--- src/ptss_pkg.sv ---
`default_nettype none
package ptss_pkg;

  localparam int DataW  = 16;
  localparam int KindW  = 2;
  localparam int CauseW = 2;
  localparam int CfgIdxW = 3;

  typedef enum logic [KindW-1:0] {
    KIND_START = 2'd0,
    KIND_TICK  = 2'd1,
    KIND_STOP  = 2'd2
  } kind_t;

  typedef enum logic [CauseW-1:0] {
    CAUSE_NONE  = 2'd0,
    CAUSE_ALARM = 2'd1,
    CAUSE_DONE  = 2'd2
  } cause_t;

  typedef enum logic [CfgIdxW-1:0] {
    REG_CHANNEL_ENABLE  = 3'd0,
    REG_LOW_TIME        = 3'd1,
    REG_HIGH_TIME       = 3'd2,
    REG_MAX_PULSES      = 3'd3,
    REG_INITIAL_COUNT   = 3'd4,
    REG_ALARM_STOP_TIME = 3'd5,
    REG_LOW_LEVEL       = 3'd6,
    REG_HIGH_LEVEL      = 3'd7
  } reg_idx_t;

  typedef struct packed {
    logic [DataW-1:0]  drive;
    logic [DataW-1:0]  pulse_count;
    logic              running;
    logic [CauseW-1:0] shutdown_cause;
  } result_t;

endpackage
`default_nettype wire

--- src/pulse_train_with_safety_stop.sv ---
// Results are registered: a beat's result enters the output register, or the skid register if that is stalled.
// Throughput: one input beat per cycle while in_ready is high; the channel state settles in the accept cycle.
// A two-entry result buffer (output register plus skid register) lets input beats be
// taken while a result waits; in_ready drops only once both entries are full.
// Reset (rst_n low, synchronous) clears the configuration registers, run state,
// accumulators and the result buffer's valid flags; result payloads are left as they are.
`default_nettype none
module pulse_train_with_safety_stop #(
  parameter int TIME_BITS = 32
) (
  input  wire logic        clk,
  input  wire logic        rst_n,
  // configuration write port
  input  wire logic        cfg_we,
  input  wire logic [2:0]  cfg_index,
  input  wire logic [15:0] cfg_wdata,
  // command / tick beats
  input  wire logic        in_valid,
  output logic             in_ready,
  input  wire logic [1:0]  in_kind,
  input  wire logic [15:0] in_elapsed_ms,
  input  wire logic        in_safety_low,
  // result beats
  output logic             out_valid,
  input  wire logic        out_ready,
  output logic [15:0]      out_drive,
  output logic [15:0]      out_pulse_count,
  output logic             out_running,
  output logic [1:0]       out_shutdown_cause
);

  // compare width: one spare bit over the accumulators so low_time + high_time
  // and the saturating sums never wrap
  localparam int CmpW = TIME_BITS + 1;
  localparam logic [TIME_BITS-1:0] TimeMax = '1;

  // configuration registers
  logic                      channel_enable_r;
  logic [ptss_pkg::DataW-1:0] low_time_r, high_time_r, max_pulses_r;
  logic [ptss_pkg::DataW-1:0] alarm_stop_time_r, low_level_r, high_level_r;

  // channel state
  logic                       run_active_r, run_active_nxt;
  logic [TIME_BITS-1:0]       phase_time_r, phase_time_nxt;
  logic [TIME_BITS-1:0]       alarm_time_r, alarm_time_nxt;
  logic [ptss_pkg::DataW-1:0] pulses_done_r, pulses_done_nxt;
  logic [ptss_pkg::DataW-1:0] drive_value_r, drive_value_nxt;

  // result buffer
  ptss_pkg::result_t out_r, skid_r, res_c;
  logic              out_valid_r, skid_valid_r;

  logic push, pop;

  // Saturating accumulator add.
  function automatic logic [TIME_BITS-1:0] sat_add(
    input logic [TIME_BITS-1:0]       a,
    input logic [ptss_pkg::DataW-1:0] b
  );
    logic [CmpW-1:0] sum;
    sum = CmpW'(a) + CmpW'(b);
    if (sum[TIME_BITS]) begin
      return TimeMax;
    end
    return sum[TIME_BITS-1:0];
  endfunction

  assign in_ready = !skid_valid_r;
  assign push     = in_valid && in_ready;
  assign pop      = out_valid_r && out_ready;

  // Next channel state for the beat being accepted.
  always_comb begin
    logic [TIME_BITS-1:0] phase_sum;
    logic [TIME_BITS-1:0] alarm_sum;
    logic [CmpW-1:0]      lh_end;
    logic                 alarm;
    ptss_pkg::cause_t     cause;

    run_active_nxt  = run_active_r;
    phase_time_nxt  = phase_time_r;
    alarm_time_nxt  = alarm_time_r;
    pulses_done_nxt = pulses_done_r;
    drive_value_nxt = drive_value_r;
    cause           = ptss_pkg::CAUSE_NONE;
    alarm           = 1'b0;

    phase_sum = sat_add(phase_time_r, in_elapsed_ms);
    alarm_sum = sat_add(alarm_time_r, in_elapsed_ms);
    lh_end    = CmpW'(low_time_r) + CmpW'(high_time_r);

    if (push) begin
      unique case (in_kind)
        ptss_pkg::KIND_START: begin
          run_active_nxt = 1'b1;
        end
        ptss_pkg::KIND_STOP: begin
          run_active_nxt = 1'b0;
        end
        ptss_pkg::KIND_TICK: begin
          if (run_active_r) begin
            phase_time_nxt = phase_sum;
            if (channel_enable_r && (pulses_done_r < max_pulses_r)) begin
              if (CmpW'(phase_sum) <= CmpW'(low_time_r)) begin
                drive_value_nxt = low_level_r;
              end else if (CmpW'(phase_sum) <= lh_end) begin
                drive_value_nxt = high_level_r;
              end else begin
                // end of period: restart the phase, count the pulse, hold drive
                phase_time_nxt  = '0;
                pulses_done_nxt = pulses_done_r + 1'b1;
              end
            end else begin
              drive_value_nxt = low_level_r;
            end

            if (in_safety_low) begin
              alarm_time_nxt = alarm_sum;
              alarm = CmpW'(alarm_sum) > CmpW'(alarm_stop_time_r);
            end else begin
              alarm_time_nxt = '0;
            end

            // safety alarm wins over run completion
            if (alarm) begin
              cause = ptss_pkg::CAUSE_ALARM;
            end else if (pulses_done_nxt >= max_pulses_r) begin
              cause = ptss_pkg::CAUSE_DONE;
            end
            if (cause != ptss_pkg::CAUSE_NONE) begin
              run_active_nxt  = 1'b0;
              drive_value_nxt = '0;
            end
          end
        end
        default: begin
          // unused kind: report state unchanged
        end
      endcase
    end

    res_c.drive          = drive_value_nxt;
    res_c.pulse_count    = pulses_done_nxt;
    res_c.running        = run_active_nxt;
    res_c.shutdown_cause = cause;
  end

  // Configuration registers and channel state.
  always_ff @(posedge clk) begin
    if (!rst_n) begin
      channel_enable_r  <= 1'b0;
      low_time_r        <= '0;
      high_time_r       <= '0;
      max_pulses_r      <= '0;
      alarm_stop_time_r <= '0;
      low_level_r       <= '0;
      high_level_r      <= '0;
      run_active_r      <= 1'b0;
      phase_time_r      <= '0;
      alarm_time_r      <= '0;
      pulses_done_r     <= '0;
      drive_value_r     <= '0;
    end else begin
      run_active_r  <= run_active_nxt;
      phase_time_r  <= phase_time_nxt;
      alarm_time_r  <= alarm_time_nxt;
      drive_value_r <= drive_value_nxt;
      // writing the initial count also preloads the pulse counter
      if (cfg_we &&
          (ptss_pkg::reg_idx_t'(cfg_index) == ptss_pkg::REG_INITIAL_COUNT)) begin
        pulses_done_r <= cfg_wdata;
      end else begin
        pulses_done_r <= pulses_done_nxt;
      end
      if (cfg_we) begin
        unique case (ptss_pkg::reg_idx_t'(cfg_index))
          ptss_pkg::REG_CHANNEL_ENABLE:  channel_enable_r  <= cfg_wdata[0];
          ptss_pkg::REG_LOW_TIME:        low_time_r        <= cfg_wdata;
          ptss_pkg::REG_HIGH_TIME:       high_time_r       <= cfg_wdata;
          ptss_pkg::REG_MAX_PULSES:      max_pulses_r      <= cfg_wdata;
          ptss_pkg::REG_INITIAL_COUNT: begin
            // only the pulse counter load above
          end
          ptss_pkg::REG_ALARM_STOP_TIME: alarm_stop_time_r <= cfg_wdata;
          ptss_pkg::REG_LOW_LEVEL:       low_level_r       <= cfg_wdata;
          ptss_pkg::REG_HIGH_LEVEL:      high_level_r      <= cfg_wdata;
          default: begin
          end
        endcase
      end
    end
  end

  // Result buffer: the output register feeds the port, the skid register catches a
  // beat accepted while the output register is stalled.
  always_ff @(posedge clk) begin
    if (!rst_n) begin
      out_valid_r  <= 1'b0;
      skid_valid_r <= 1'b0;
    end else begin
      if (pop) begin
        if (skid_valid_r) begin
          // advance the skid entry; no push possible while it is full
          out_valid_r  <= 1'b1;
          skid_valid_r <= 1'b0;
        end else begin
          out_valid_r <= push;
        end
      end else if (push) begin
        if (out_valid_r) begin
          skid_valid_r <= 1'b1;
        end else begin
          out_valid_r <= 1'b1;
        end
      end
    end
  end

  // payload registers, no reset needed
  always_ff @(posedge clk) begin
    if (pop && skid_valid_r) begin
      out_r <= skid_r;
    end else if (push && (pop || !out_valid_r)) begin
      out_r <= res_c;
    end
    if (push && out_valid_r && !pop) begin
      skid_r <= res_c;
    end
  end

  assign out_valid          = out_valid_r;
  assign out_drive          = out_r.drive;
  assign out_pulse_count    = out_r.pulse_count;
  assign out_running        = out_r.running;
  assign out_shutdown_cause = out_r.shutdown_cause;

endmodule
`default_nettype wire

--- config.mk ---
export PLATFORM = sky130hd
export DESIGN_NAME = pulse_train_with_safety_stop
export DESIGN_NICKNAME = d
export VERILOG_FILES = /design/src/ptss_pkg.sv /design/src/pulse_train_with_safety_stop.sv
export SDC_FILE = /design/constraint.sdc
export NUM_CORES = 1
export LEC_CHECK = 0
export BUFFER_PORTS_ARGS = -buffer_cell sky130_fd_sc_hd__buf_2
export CAP_MARGIN = 20
export CELL_PAD_IN_SITES_DETAIL_PLACEMENT = 0
export CELL_PAD_IN_SITES_GLOBAL_PLACEMENT = 2
export CORE_ASPECT_RATIO = 0.9
export CORE_MARGIN = 1.5
export CORE_UTILIZATION = 39
export CTS_BUF_LIST = sky130_fd_sc_hd__clkbuf_8
export DETAILED_ROUTE_END_ITERATION = 10
export PLACE_DENSITY_LB_ADDON = 0.1
export RECOVER_POWER = 100
export SYNTH_ARGS = -nofsm -noshare
export SYNTH_HDL_FRONTEND = slang
export SYNTH_SLANG_ARGS = --single-unit
--- constraint.sdc ---
create_clock -name clk -period 8.7 [get_ports clk]
set_input_delay 0.435 -clock clk [delete_from_list [all_inputs] [get_ports clk]]
set_output_delay 0.435 -clock clk [all_outputs]
set_load 0.05 [all_outputs]
# --- Yosys cells after proc, flatten, opt, wreduce, memory -nomap -nowiden ---
# Index checks and enable logic that the tools add are counted.
word_totals:
  n_memories: 0
  rom_bits: 0
  register_bits: 266
  ramBits: 0
  word_cells: 116
  latchBits: 0
op_classes:
  addsub: 4
  magnitude_cmp: 5
  shifts: 0
  mux: 48
  multipliers: 0
  bitwise_logic: 1
  div_mod_pow: 0
  n_eq_ne: 9
  reduce_logical: 27
op_table:
  columns: ["cell", "n"]
  rows:
  - ["2-to-1 mux 16 bit", 17]
  - ["2-to-1 mux 32 bit", 8]
  - ["2-to-1 mux 35 bit", 2]
  - ["adder 32 x 16 -> 33 bit", 2]
  - ["greater-than comparator 32 x 16 -> 1 bit", 1]
  - ["less-or-equal comparator 32 x 16 -> 1 bit", 1]
  - ["less-or-equal comparator 32 x 17 -> 1 bit", 1]
  - ["adder 16 x 16 -> 17 bit", 1]
  - ["adder 16 x 1 -> 16 bit (second input constant)", 1]
  - [">= comparator 16 bit", 1]
  - ["< comparator 16 bit", 1]
  - ["2-to-1 mux 2 bit", 8]
  - ["AND reduction 2 bit", 8]
  - ["== test 3 bit (second input constant)", 4]
  - ["2-to-1 mux 1 bit", 12]
  - ["logical AND 1 bit", 8]
  - ["== test 3 x 2 -> 1 bit (second input constant)", 2]
  - ["nonzero test 2 bit", 3]
  - ["== test 3 x 1 -> 1 bit (second input constant)", 1]
  - ["zero test 1 bit", 3]
  - ["zero test 3 bit", 1]
  - ["case mux 1 bit (3 select lines)", 1]
  - ["AND reduction 3 bit", 1]
  - ["== test 2 x 1 -> 1 bit (second input constant)", 1]
  - ["other kinds (5)", 5]

# --- Logic depth before layout (Yosys ltp) ---
# Gate-level depths: netlist of the first run.
logic_depth:
  depth_word: 23
  ltp_mapped: 40

# --- Worst setup path before layout of the first run ---
# OpenSTA, ideal clock, no wires.
synth_timing:
  path_type: "input to register"
  start: "input port in_elapsed_ms[0]"
  end: "register out_r, in the netlist out_drive[10] (data pin)"
  path_stages: 38
  setup_slack_ns: 1.465
  required_ns: 8.535
  arrival_time_ns: 7.070
  setup_time_ns: 0.165
  cell_sequence: "ha_1 > fa_1 > a211oi_1 > o211ai_1 > a31oi_1 > o21ai_1 > buf_2 > nand3_1 > clkbuf_1 > nand2_1 > ha_1 > a21o_1 > a21o_1 > a21o_1 > a211oi_1 > o21ai_0 > a22oi_1 > nand2b_1 > (+2 left out) > nor2_1 > buf_2 > buf_2 > xnor2_1 > ha_1 > nand2b_1 > a21o_1 > a21oi_1 > o21ai_0 > a21oi_1 > o21ai_0 > a21oi_1 > a21oi_1 > or2_1 > buf_6 > buf_8 > o31a_1 > o31ai_2"
synth_via:
  elab_chain_len: 23
  elab_cells_between_ends: 35
  classes_between: "2 x add/sub; 4 x order compare; 28 x mux; 1 x reduce/logical"
synth_rtl:
  columns: ["element", "line", "text"]
  rows:
  - ["start, declared", "pulse_train_with_safety_stop.sv:21", "input wire logic [15:0] in_elapsed_ms,"]
  - ["adder 32 x 16 -> 33 bit", "pulse_train_with_safety_stop.sv:61", "sum = CmpW'(a) + CmpW'(b);"]
  - ["2-to-1 mux 1 bit", "pulse_train_with_safety_stop.sv:62", "if (sum[TIME_BITS]) begin"]
  - ["2-to-1 mux 32 bit", "pulse_train_with_safety_stop.sv:65", "return sum[TIME_BITS-1:0];"]
  - ["less-or-equal comparator 32 x 17 -> 1 bit", "pulse_train_with_safety_stop.sv:106", "end else if (CmpW'(phase_sum) <= lh_end) begin"]
  - ["2-to-1 mux 16 bit", "pulse_train_with_safety_stop.sv:106", null]
  - ["2-to-1 mux 16 bit", "pulse_train_with_safety_stop.sv:104", "if (CmpW'(phase_sum) <= CmpW'(low_time_r)) begin"]
  - ["2-to-1 mux 16 bit", "pulse_train_with_safety_stop.sv:103", "if (channel_enable_r && (pulses_done_r < max_pulses_r)) begin"]
  - ["2-to-1 mux 16 bit", "pulse_train_with_safety_stop.sv:101", "if (run_active_r) begin"]
  - ["(+7 left out)", null, null]
  - ["2-to-1 mux 2 bit", "pulse_train_with_safety_stop.sv:92", "if (push) begin"]
  - ["nonzero test 2 bit", "pulse_train_with_safety_stop.sv:130", "if (cause != ptss_pkg::CAUSE_NONE) begin"]
  - ["2-to-1 mux 16 bit *", "pulse_train_with_safety_stop.sv:130", null]
  - ["2-to-1 mux 16 bit *", "pulse_train_with_safety_stop.sv:101", null]
  - ["2-to-1 mux 16 bit *", "pulse_train_with_safety_stop.sv:93", "unique case (in_kind)"]
  - ["2-to-1 mux 16 bit *", "pulse_train_with_safety_stop.sv:92", null]
  - ["2-to-1 mux 35 bit *", "pulse_train_with_safety_stop.sv:223", "end else if (push && (pop || !out_valid_r)) begin"]
  - ["2-to-1 mux 35 bit *", "pulse_train_with_safety_stop.sv:221", "if (pop && skid_valid_r) begin"]
  - ["end signal, assigned", "pulse_train_with_safety_stop.sv:222", "out_r <= skid_r;"]
  - ["end signal, assigned", "pulse_train_with_safety_stop.sv:224", "out_r <= res_c;"]
  - ["end, declared", "pulse_train_with_safety_stop.sv:50", "ptss_pkg::result_t out_r, skid_r, res_c;"]
# Every way passes the cells marked *; elsewhere a longest branch is shown, timed or not. The select of a mux whose other input is x is not followed.
# A chain may end at the register's enable or synchronous reset.

==> results of run 1 <==
## logic make-up after synthesis
logic type	count (synthesis)	synth area share, %
multiplexers	8	0.543
AND/OR/NAND/NOR	726	20.5
XOR/XNOR	73	3.97
flip-flops	266	37.4
AO/OA/AOI/OAI	567	22.5
adder cells (fa/ha/maj)	132	10.4
buffers and inverters	190	4.72
## Yosys cell counts, types with 5 or more instances
cell       number  share of area (%)
edfxtp_1       70                 13
buf_1           7               0.16
o21a_1         21               0.98
xor2_1         23                1.2
o31a_1         22                1.2
dfxtp_1       196                 24
o21ai_0        76                2.4
a21oi_1       252                7.8
inv_1          84                2.0
o31ai_1        13               0.61
nand3_1        64                2.0
o211ai_1       12               0.56
and3_1         21               0.82
a21o_1         30                1.4
a22oi_1        12               0.56
nand2b_1       18               0.70
nand2_1       362                8.4
o21bai_1        6               0.28
o31ai_2         9               0.70
and4_1         10               0.54
or2_2          13               0.50
nor3_1         46                1.4
nor2_1        109                2.5
o2111ai_1       5               0.27
o221a_2         5               0.35
nor2b_1        14               0.54
a211oi_1       25                1.2
mux2i_1         5               0.31
clkbuf_1       80                1.9
ha_1          129                 10
and2_1         13               0.50
xnor2_1        50                2.7
nand4_1        24               0.93
or3_1           6               0.23
a31oi_1        15               0.58
a221oi_1       14               0.76
buf_2          14               0.43
## flip-flops by register name (all words and copies together), names as in the netlist
register and cells:
out_running 1, high_level_r 16, alarm_time_r 32, skid_valid_r 1
out_pulse_count 16, out_valid 1, out_drive 16, channel_enable_r 1
low_level_r 16, high_time_r 16, out_shutdown_cause 2, drive_value_r 16
skid_r 35, low_time_r 16, pulses_done_r 16, max_pulses_r 16
run_active_r 1, alarm_stop_time_r 16, phase_time_r 32
## metal layers
metal,part of all wire (%),vias up,track usage [%]
li1,-,7126,-
met1,49,6928,34.6
met2,45,351,39.2
met3,4.9,64,3.40
met4,1.8,2,6.33
met5,0.021,-,0
## worst min path at each step
stage,start,end
floorplan,alarm_time_r[11],alarm_time_r[11]
global placement,alarm_time_r[11],alarm_time_r[11]
detailed placement,max_pulses_r[1],max_pulses_r[1]
CTS,out_ready,skid_valid_r
global route,out_ready,skid_valid_r
finish,out_ready,skid_valid_r
## final cells by class
cell class	count	area (sq um)	share of cell area [%]
clock inverter	32	215	1.21
tap	540	676	3.79
timing repair buffer	101	503	2.82
multi-input combinational	1506	9310	52.2
inverter	84	317	1.78
sequential	266	6030	33.8
clock buffer	56	771	4.33
## power groups by stage
stage / registers (W) / clock network, W / logic [W]
2_1_floorplan: 0.00138 / 0 / 0.000191
3_3_place_gp: 0.00134 / 0 / 0.000347
3_5_place_dp: 0.00134 / 0 / 0.000350
4_1_cts: 0.00132 / 0.00127 / 0.000351
5_1_grt: 0.00132 / 0.00132 / 0.000378
6_report: 0.00132 / 0.00123 / 0.000345
## metrics by stage
| stage | total power (W) | setup WS [ps] | cell area [sq um] | util (%) | hold WS (ps) |
|---|---|---|---|---|---|
| floorplan | 0.00158 | 1470 | 16100 | - | 436 |
| global placement | 0.00169 | 959 | 16900 | 41.5 | 443 |
| detailed placement | 0.00169 | 759 | 16900 | 41.6 | 447 |
| CTS | 0.00294 | 1060 | 17900 | 44.0 | 4.48 |
| global route | 0.00302 | 437 | 17800 | 43.7 | 37.2 |
| finish | 0.00290 | 1100 | 17800 | 43.7 | 46.3 |
==> results by group, run 1 <==
Critical path
  – Startpoint Class: register
  – Endpoint type of the worst setup path: register
  – CP Max Fanout: 28
  – Setup crit end: out_running
  – Most common cell on crit path: buf_4
  – Max stage delay on crit path: 690 ps
  – Critical path buffers and inverters: 4
  – Worst Reg-to-Reg Cells: 32
  – Worst R2R Start: phase_time_r[0]
  – Critical R2R Capture: out_running
  – Required time of the critical path: 9100 ps
  – Stages on the worst setup path: 32
  – CP max-delay cell: or2_1
  – Largest delay share family, worst path: compound AO/OA/AOI/OAI gates
  – R2R Setup Slk: 1100 ps
  – CP startpoint: phase_time_r[0]
  – CP Class: register to register
  – Critical Path AT: 8000 ps

Logic synthesis
  – Number of synthesized flops with an enable pin: 70
  – Mapped cell area: 16100 sq um
  – Post-synth ARST share: 0%
  – Main synth FF type: dfxtp_1
  – Ys Warns: 0
  – Flops & latches, synth: 266
  – Cell count after synthesis: 1962
  – Mapped Avg Cell Area: 8.22 sq um
  – Syn_nets: 2137
  – Register area share after synthesis: 37.4%
  – Distinct cell type count after synthesis: 84

Detailed routing
  – DRT antenna net count: 0
  – Routed len/inst: 20.3 microns
  – DRT Wirelength: 52.5 mm
  – Drt first pass iters: 5
  – Initial DRC Count: 990
  – DRC viols: 0
  – Routed via count: 14471
  – Via/cell ratio: 5.60

Global route
  – Number of global-route vias before repair: 13748
  – Largest net degree at the start of global routing: 87
  – Grt ovf: 0
  – Gr usage total: 24.5%
  – First-pass GRT wire length: 81.0 mm
  – Number of antenna violations at the first check in global routing: 1

Status
  – Status: finished with violations
  – Failing checks: capacitance limit, slew limit

STA
  – Highest clock rate: 132 MHz
  – Number of setup violations in the final report: 0
  – Fin. Hold Viols: 0
  – RSZ-0062 raised after global routing: no
  – Slew Limit Fails: 273
  – Period utilization: 87.4%
  – Worst slew pin tran: 3220 ps
  – Worst rel slew slack: -116%
  – Final critical-path required period: 7600 ps
  – Post-route clock skew: 44.3 ps
  – Final TNS setup: 0 ps

CTS
  – Post-CTS setup buffer count: 0
  – Resize count post-CTS: 0
  – Clock transition at the registers of the reported paths: 60 ps
  – Hold buffers post-CTS: 0
  – Clk_lat worst skew: 640 ps
  – # H-tree levels: 2
  – CTS Root Cell: clkbuf_8
  – TritonCTS clock tree: built
  – Inserted Clock Buffers: 49
  – Clock buffer depth: 3
  – Clock sink total: 266

Placed design
  – Gpl congestion: 0.860
  – HPWL Detailed: 36.5 mm
  – Dpl cells: 2496
  – IO buf count: 79

Cells and area
  – Fill count: 4216
  – Most common cell after layout, fill and taps aside: nand2_1
  – Nets@finish: 2183
  – Most frequent cells in the layout: 362 x nand2_1, 251 x a21oi_1, 196 x dfxtp_1
  – Final Non-Filler Cells: 2585
  – Area grow syn2layout: 10.5%
  – Ant. Diodes: 0
  – Ratio of cells with drive above 1 in the final layout: 8.41%

Power
  – PwrDens: 163 nW/um^2
  – Comb pwr share: 11.9%
  – Leakage: 6.73 nW
  – Clock power share: 42.5%
  – Sw Share: 29.1%
  – Worst vdd ir: 97.6 uV
  – Flop pwr share: 45.6%
  – Internal: 0.00205 W
  – Sw power: 0.000844 W

Floorplanning
  – Num rows: 70
  – Die area: 42600 sq um
  – Chip height: 196 microns
  – Total core area: 40700 sq um
  – # IOs: 80
  – Initial core utilization: 39.6%
  – Die width: 217 microns

Hold path
  – Hold Path Depth: 2
  – HP Class: input pin to register

Job
  – Max-Cap Viols: 5
(Power assumes the default switching activity.)
==> run 2: changes to the inputs <==
--- a/config.mk
+++ b/config.mk
@@ -5,15 +5,15 @@
 export SDC_FILE = /design/constraint.sdc
 export NUM_CORES = 1
 export LEC_CHECK = 0
-export BUFFER_PORTS_ARGS = -buffer_cell sky130_fd_sc_hd__buf_2
-export CAP_MARGIN = 20
+export CAP_MARGIN = 30
 export CELL_PAD_IN_SITES_DETAIL_PLACEMENT = 0
 export CELL_PAD_IN_SITES_GLOBAL_PLACEMENT = 2
 export CORE_ASPECT_RATIO = 0.9
 export CORE_MARGIN = 1.5
-export CORE_UTILIZATION = 39
+export CORE_UTILIZATION = 40
 export CTS_BUF_LIST = sky130_fd_sc_hd__clkbuf_8
 export DETAILED_ROUTE_END_ITERATION = 10
+export DONT_BUFFER_PORTS = 1
 export PLACE_DENSITY_LB_ADDON = 0.1
 export RECOVER_POWER = 100
 export SYNTH_ARGS = -nofsm -noshare
==> run 2 against run 1 <==
The flow still finishes with violations (capacitance limit, slew limit). Via count shrank 2.9%. Core utilization rose by 0.97 points. Setup slack worse by 180 ps. Register-to-register slack got worse by 180 ps. Total power rose by 0.46%. Combinational power fell by 18%. Largest power group unchanged.
==> results by group, run 2 (synthesis results as in run 1) <==
Placed design
  – HPWL Detailed: 34.4 mm
  – IO buf count: 0
  – Gpl congestion: 0.867

Power
  – Sw Share: 28.3%
  – Clock power share: 43.3%
  – Internal: 0.00209 W
  – Leakage: 6.61 nW
  – Sw power: 0.000825 W
  – Worst vdd ir: 93.2 uV
  – PwrDens: 164 nW/um^2
  – Flop pwr share: 47.0%
  – Comb pwr share: 9.7%

Detailed routing
  – Routed len/inst: 19.9 microns
  – DRT Wirelength: 50.3 mm
  – Drt first pass iters: 6
  – Routed via count: 14056
  – DRT antenna net count: 0
  – DRC viols: 0
  – Via/cell ratio: 5.58
  – Initial DRC Count: 1097

Floorplanning
  – Num rows: 69
  – Die area: 41500 sq um
  – Initial core utilization: 40.7%
  – # IOs: 80
  – Total core area: 39600 sq um
  – Chip height: 193 microns
  – Die width: 215 microns

STA
  – Post-route clock skew: 43.1 ps
  – RSZ-0062 raised after global routing: no
  – Highest clock rate: 128 MHz
  – Number of setup violations in the final report: 0
  – Slew Limit Fails: 345
  – Final critical-path required period: 7790 ps
  – Final TNS setup: 0 ps
  – Period utilization: 89.5%
  – Hold slack: 53.4 ps
  – Fin. Hold Viols: 0
  – Worst rel slew slack: -194%
  – Worst slew pin tran: 4410 ps

Status
  – Status: finished with violations
  – Failing checks: capacitance limit, slew limit

CTS
  – Clock sink total: 266
  – Clock buffer depth: 3
  – Inserted Clock Buffers: 47
  – Post-CTS setup buffer count: 0
  – TritonCTS clock tree: built
  – Clk_lat worst skew: 640 ps
  – # H-tree levels: 2
  – Clock transition at the registers of the reported paths: 60 ps
  – CTS Root Cell: clkbuf_8

Critical path
  – R2R Setup Slk: 910 ps
  – CP max-delay cell: or2_2
  – Worst R2R Start: phase_time_r[0]
  – CP startpoint: phase_time_r[0]
  – Endpoint type of the worst setup path: register
  – Required time of the critical path: 9080 ps
  – Max stage delay on crit path: 480 ps
  – CP Class: register to register
  – Critical Path AT: 8170 ps
  – Startpoint Class: register
  – CP Max Fanout: 19
  – Most common cell on crit path: o21ai_0

Global route
  – Number of antenna violations at the first check in global routing: 3
  – Grt ovf: 0
  – Number of global-route vias before repair: 13358
  – Gr usage total: 23.9%
  – First-pass GRT wire length: 78.5 mm
  – Largest net degree at the start of global routing: 92

Cells and area
  – Ratio of cells with drive above 1 in the final layout: 6.85%
  – Most common cell after layout, fill and taps aside: nand2_1
  – Max reg flops: 35
  – Area grow syn2layout: 9.92%
  – Most frequent cells in the layout: 362 x nand2_1, 251 x a21oi_1, 196 x dfxtp_1
  – Fill count: 3959
  – Top Registers: skid_r x35, alarm_time_r x32, phase_time_r x32
  – Nets@finish: 2122
  – Biggest register: skid_r
  – Post-layout util: 44.7%

Job
  – Max-Cap Viols: 6

Hold path
  – Hold_sp: cfg_index[0]
  – HP Class: input pin to register
run 2: changes by cell type in the layout (fill, tap and decap cells not counted), sizes merged:
cell         delta
diode           +4
clkbuf         -31
inv             -1
dlygate4sd3    +18
buf            -42
clkinv          -4
run 2: worst paths after layout:
check / cells past startpoint / endpoint
max: 34 / out_running
min reg2reg: 2 / high_level_r[13]
max reg2reg: 34 / out_running
min: 3 / channel_enable_r
run 2: timing repair:
| action | in CTS | in global routing |
|---|---|---|
| hold endpoints to repair | 140 | 0 |
| gates resized for setup | 0 | 1 |
| hold buffers | 19 | 0 |
| setup endpoints to repair | 0 | 1 |
run 2: routing by layer:
| layer | up-vias | track usage [%] | wire length, microns |
|---|---|---|---|
| met5 | - | 0 | 0 |
| met4 | 0 | 7.90 | 1420 |
| met1 | 6563 | 33.7 | 24400 |
| met3 | 87 | 4.92 | 2930 |
| li1 | 7016 | - | - |
| met2 | 390 | 36.4 | 21500 |
run 2: through the flow:
step | instance area, sq um | std cells | total power, W | worst slack (ps)
after floorplan | 16100 | 1962 | 0.00158 | 1470
after global placement | 16500 | 2406 | 0.00164 | 742
after detailed placement | 16600 | 2410 | 0.00165 | 553
after CTS | 17800 | 2516 | 0.00294 | 684
after global routing | 17700 | 2520 | 0.00303 | 265
final | 17700 | 2521 | 0.00291 | 913
run 2: worst max-delay path: cells and delay by family (launching register included):
kind,cells,cell delay [ps]
compound gates,15,2790
buf+inv,4,1010
fa+ha+maj,4,1240
mux,1,300
simple gates,9,1760
flops,1,310
xor+xnor,1,130
run 2: power groups by stage:
stage	combinational (W)	clock, W	sequential, W
2_1_floorplan	0.000191	0	0.00138
3_3_place_gp	0.000247	0	0.00139
3_5_place_dp	0.000256	0	0.00139
4_1_cts	0.000284	0.00129	0.00137
5_1_grt	0.000314	0.00135	0.00137
6_report	0.000283	0.00126	0.00137
run 2: cell type report:
| cell class | instances | area (sq um) | area share (%) |
|---|---|---|---|
| multi-input combinational | 1506 | 9320 | 52.6 |
| sequential | 266 | 6030 | 34.0 |
| clock buffer | 60 | 826 | 4.66 |
| tap | 532 | 666 | 3.76 |
| timing repair buffer | 42 | 367 | 2.07 |
| inverter | 84 | 317 | 1.79 |
| clock inverter | 27 | 188 | 1.06 |
| antenna | 4 | 10.0 | 0.0565 |
==> run 3: changes to the inputs <==
--- a/config.mk
+++ b/config.mk
@@ -6,7 +6,7 @@
 export NUM_CORES = 1
 export LEC_CHECK = 0
 export CAP_MARGIN = 30
-export CELL_PAD_IN_SITES_DETAIL_PLACEMENT = 0
+export CELL_PAD_IN_SITES_DETAIL_PLACEMENT = 1
 export CELL_PAD_IN_SITES_GLOBAL_PLACEMENT = 2
 export CORE_ASPECT_RATIO = 0.9
 export CORE_MARGIN = 1.5
@@ -15,7 +15,6 @@
 export DETAILED_ROUTE_END_ITERATION = 10
 export DONT_BUFFER_PORTS = 1
 export PLACE_DENSITY_LB_ADDON = 0.1
-export RECOVER_POWER = 100
 export SYNTH_ARGS = -nofsm -noshare
 export SYNTH_HDL_FRONTEND = slang
 export SYNTH_SLANG_ARGS = --single-unit
==> run 3 against run 2 <==
The flow now finishes without violations. Setup slack worse by 85 ps. Design area rose by 0.41%. Register-to-register slack got worse by 90 ps. Total power down 0.97%. Largest cell class unchanged. Highest routed layer unchanged.
==> results by group, run 3 (synthesis results as in run 1) <==
Status
  – Status: complete, no violations

Placed design
  – HPWL Detailed: 37.8 mm
  – Pre-CTS setup slack: 537 ps
  – Dpl cells: 2410
  – IO buf count: 0
  – Gpl congestion: 0.867

STA
  – Worst slew pin tran: 956 ps
  – Number of setup violations in the final report: 0
  – Slew Limit Fails: 0
  – RSZ-0062 raised after global routing: no
  – Highest clock rate: 127 MHz
  – Worst rel slew slack: 36.1%
  – Final setup margin: 828 ps
  – Final critical-path required period: 7870 ps
  – Final TNS setup: 0 ps
  – Period utilization: 90.5%
  – Hold slack: 53.6 ps
  – Post-route clock skew: 25.6 ps
  – Fin. Hold Viols: 0

Detailed routing
  – Routed via count: 14530
  – Routed len/inst: 21.3 microns
  – Drt first pass iters: 5
  – DRT antenna net count: 0
  – Via/cell ratio: 5.76
  – Initial DRC Count: 855
  – DRC viols: 0
  – DRT Wirelength: 53.6 mm

Critical path
  – Critical path buffers and inverters: 2
  – Startpoint Class: register
  – CP max-delay cell: or2_2
  – CP Class: register to register
  – Critical Path AT: 8310 ps
  – CP Max Fanout: 17
  – Required time of the critical path: 9140 ps
  – Max stage delay on crit path: 500 ps
  – Largest delay share family, worst path: compound AO/OA/AOI/OAI gates
  – Endpoint type of the worst setup path: register

CTS
  – # H-tree levels: 2
  – TritonCTS clock tree: built
  – Clk_lat worst skew: 640 ps
  – Inserted Clock Buffers: 48
  – Clock sink total: 266
  – CTS Root Cell: clkbuf_8
  – Post-CTS setup buffer count: 0
  – Clock buffer depth: 3
  – Clock transition at the registers of the reported paths: 60 ps

Power
  – Internal: 0.00205 W
  – Worst vdd ir: 110 uV
  – Sw power: 0.000833 W
  – Clock power share: 42.5%
  – Comb pwr share: 10.1%
  – Flop pwr share: 47.4%
  – PwrDens: 162 nW/um^2
  – Sw Share: 28.9%
  – Leakage: 6.65 nW

Global route
  – Grt ovf: 0
  – First-pass GRT wire length: 84.8 mm
  – Number of global-route vias before repair: 14736
  – Gr usage total: 25.7%
  – Largest net degree at the start of global routing: 92
  – Number of antenna violations at the first check in global routing: 0

Cells and area
  – Max reg flops: 35
  – Most common cell after layout, fill and taps aside: nand2_1
  – Ratio of cells with drive above 1 in the final layout: 7.69%
  – Most frequent cells in the layout: 362 x nand2_1, 251 x a21oi_1, 196 x dfxtp_1
  – Biggest register: skid_r
  – Area grow syn2layout: 10.4%
  – Top Registers: skid_r x35, alarm_time_r x32, phase_time_r x32
  – Post-layout util: 44.9%
  – Nets@finish: 2126
  – Sequential Area: 6030 sq um
  – Fill count: 4728
  – Ant. Diodes: 0
  – Area of the multi-input gates: 9360 sq um
  – Final Non-Filler Cells: 2521

Floorplanning
  – Die area: 41500 sq um
  – Initial core utilization: 40.7%
  – Total core area: 39600 sq um
  – Num rows: 69
  – Die width: 215 microns
  – Chip height: 193 microns
  – # IOs: 80

Job
  – Max-Cap Viols: 0

Hold path
  – HP Class: input pin to register
[run 3: cell count changes in the layout (fill, tap and decap cells not counted), sizes merged]
cell / change
buf: +9
bufinv: -1
clkbuf: -8
clkinv: +12
clkinvlp: -1
diode: -4
dlygate4sd3: +1
inv: -8
[run 3: worst paths after layout]
path	to	slack, ps	startpoint	depth (start not counted)
max reg2reg	out_drive[0]	830	phase_time_r[0]	33
min	alarm_time_r[16]	50	in_safety_low	2
max	out_drive[0]	830	phase_time_r[0]	33
min reg2reg	max_pulses_r[8]	450	max_pulses_r[8]	2
[run 3: layout make-up]
class	count	share of cell area [%]
Inverter	84	1.79
Clock inverter	29	0.921
Multi-Input combinational cell	1506	52.6
Clock buffer	59	4.56
Tap cell	532	3.74
Timing Repair Buffer	45	2.52
Sequential cell	266	33.9
[run 3: power groups by stage]
stage / logic (W) / registers (W) / clock network [W]
after CTS: 0.000290 / 0.00137 / 0.00126
after global placement: 0.000247 / 0.00139 / 0
after global routing: 0.000324 / 0.00137 / 0.00131
after floorplan: 0.000191 / 0.00138 / 0
after detailed placement: 0.000261 / 0.00139 / 0
final: 0.000291 / 0.00137 / 0.00122
[run 3: timing repair]
item,CTS,global route
hold endpoints to repair,139,0
resized for setup,0,1
hold buffers,20,0
setup endpoints to repair,0,1
[run 3: through the flow]
stage	instance area (sq um)	total power, W
after global routing	17800	0.00301
after CTS	17700	0.00292
final	17800	0.00288
after floorplan	16100	0.00158
after global placement	16500	0.00164
after detailed placement	16600	0.00165
[run 3: layer usage]
layer | up-vias | wire length [microns] | global-route usage, %
met2 | 290 | 24100 | 41.0
met1 | 7162 | 25700 | 35.6
met4 | 0 | 1280 | 7.07
met3 | 77 | 2590 | 4.80
met5 | - | 0 | 0
li1 | 7001 | - | -
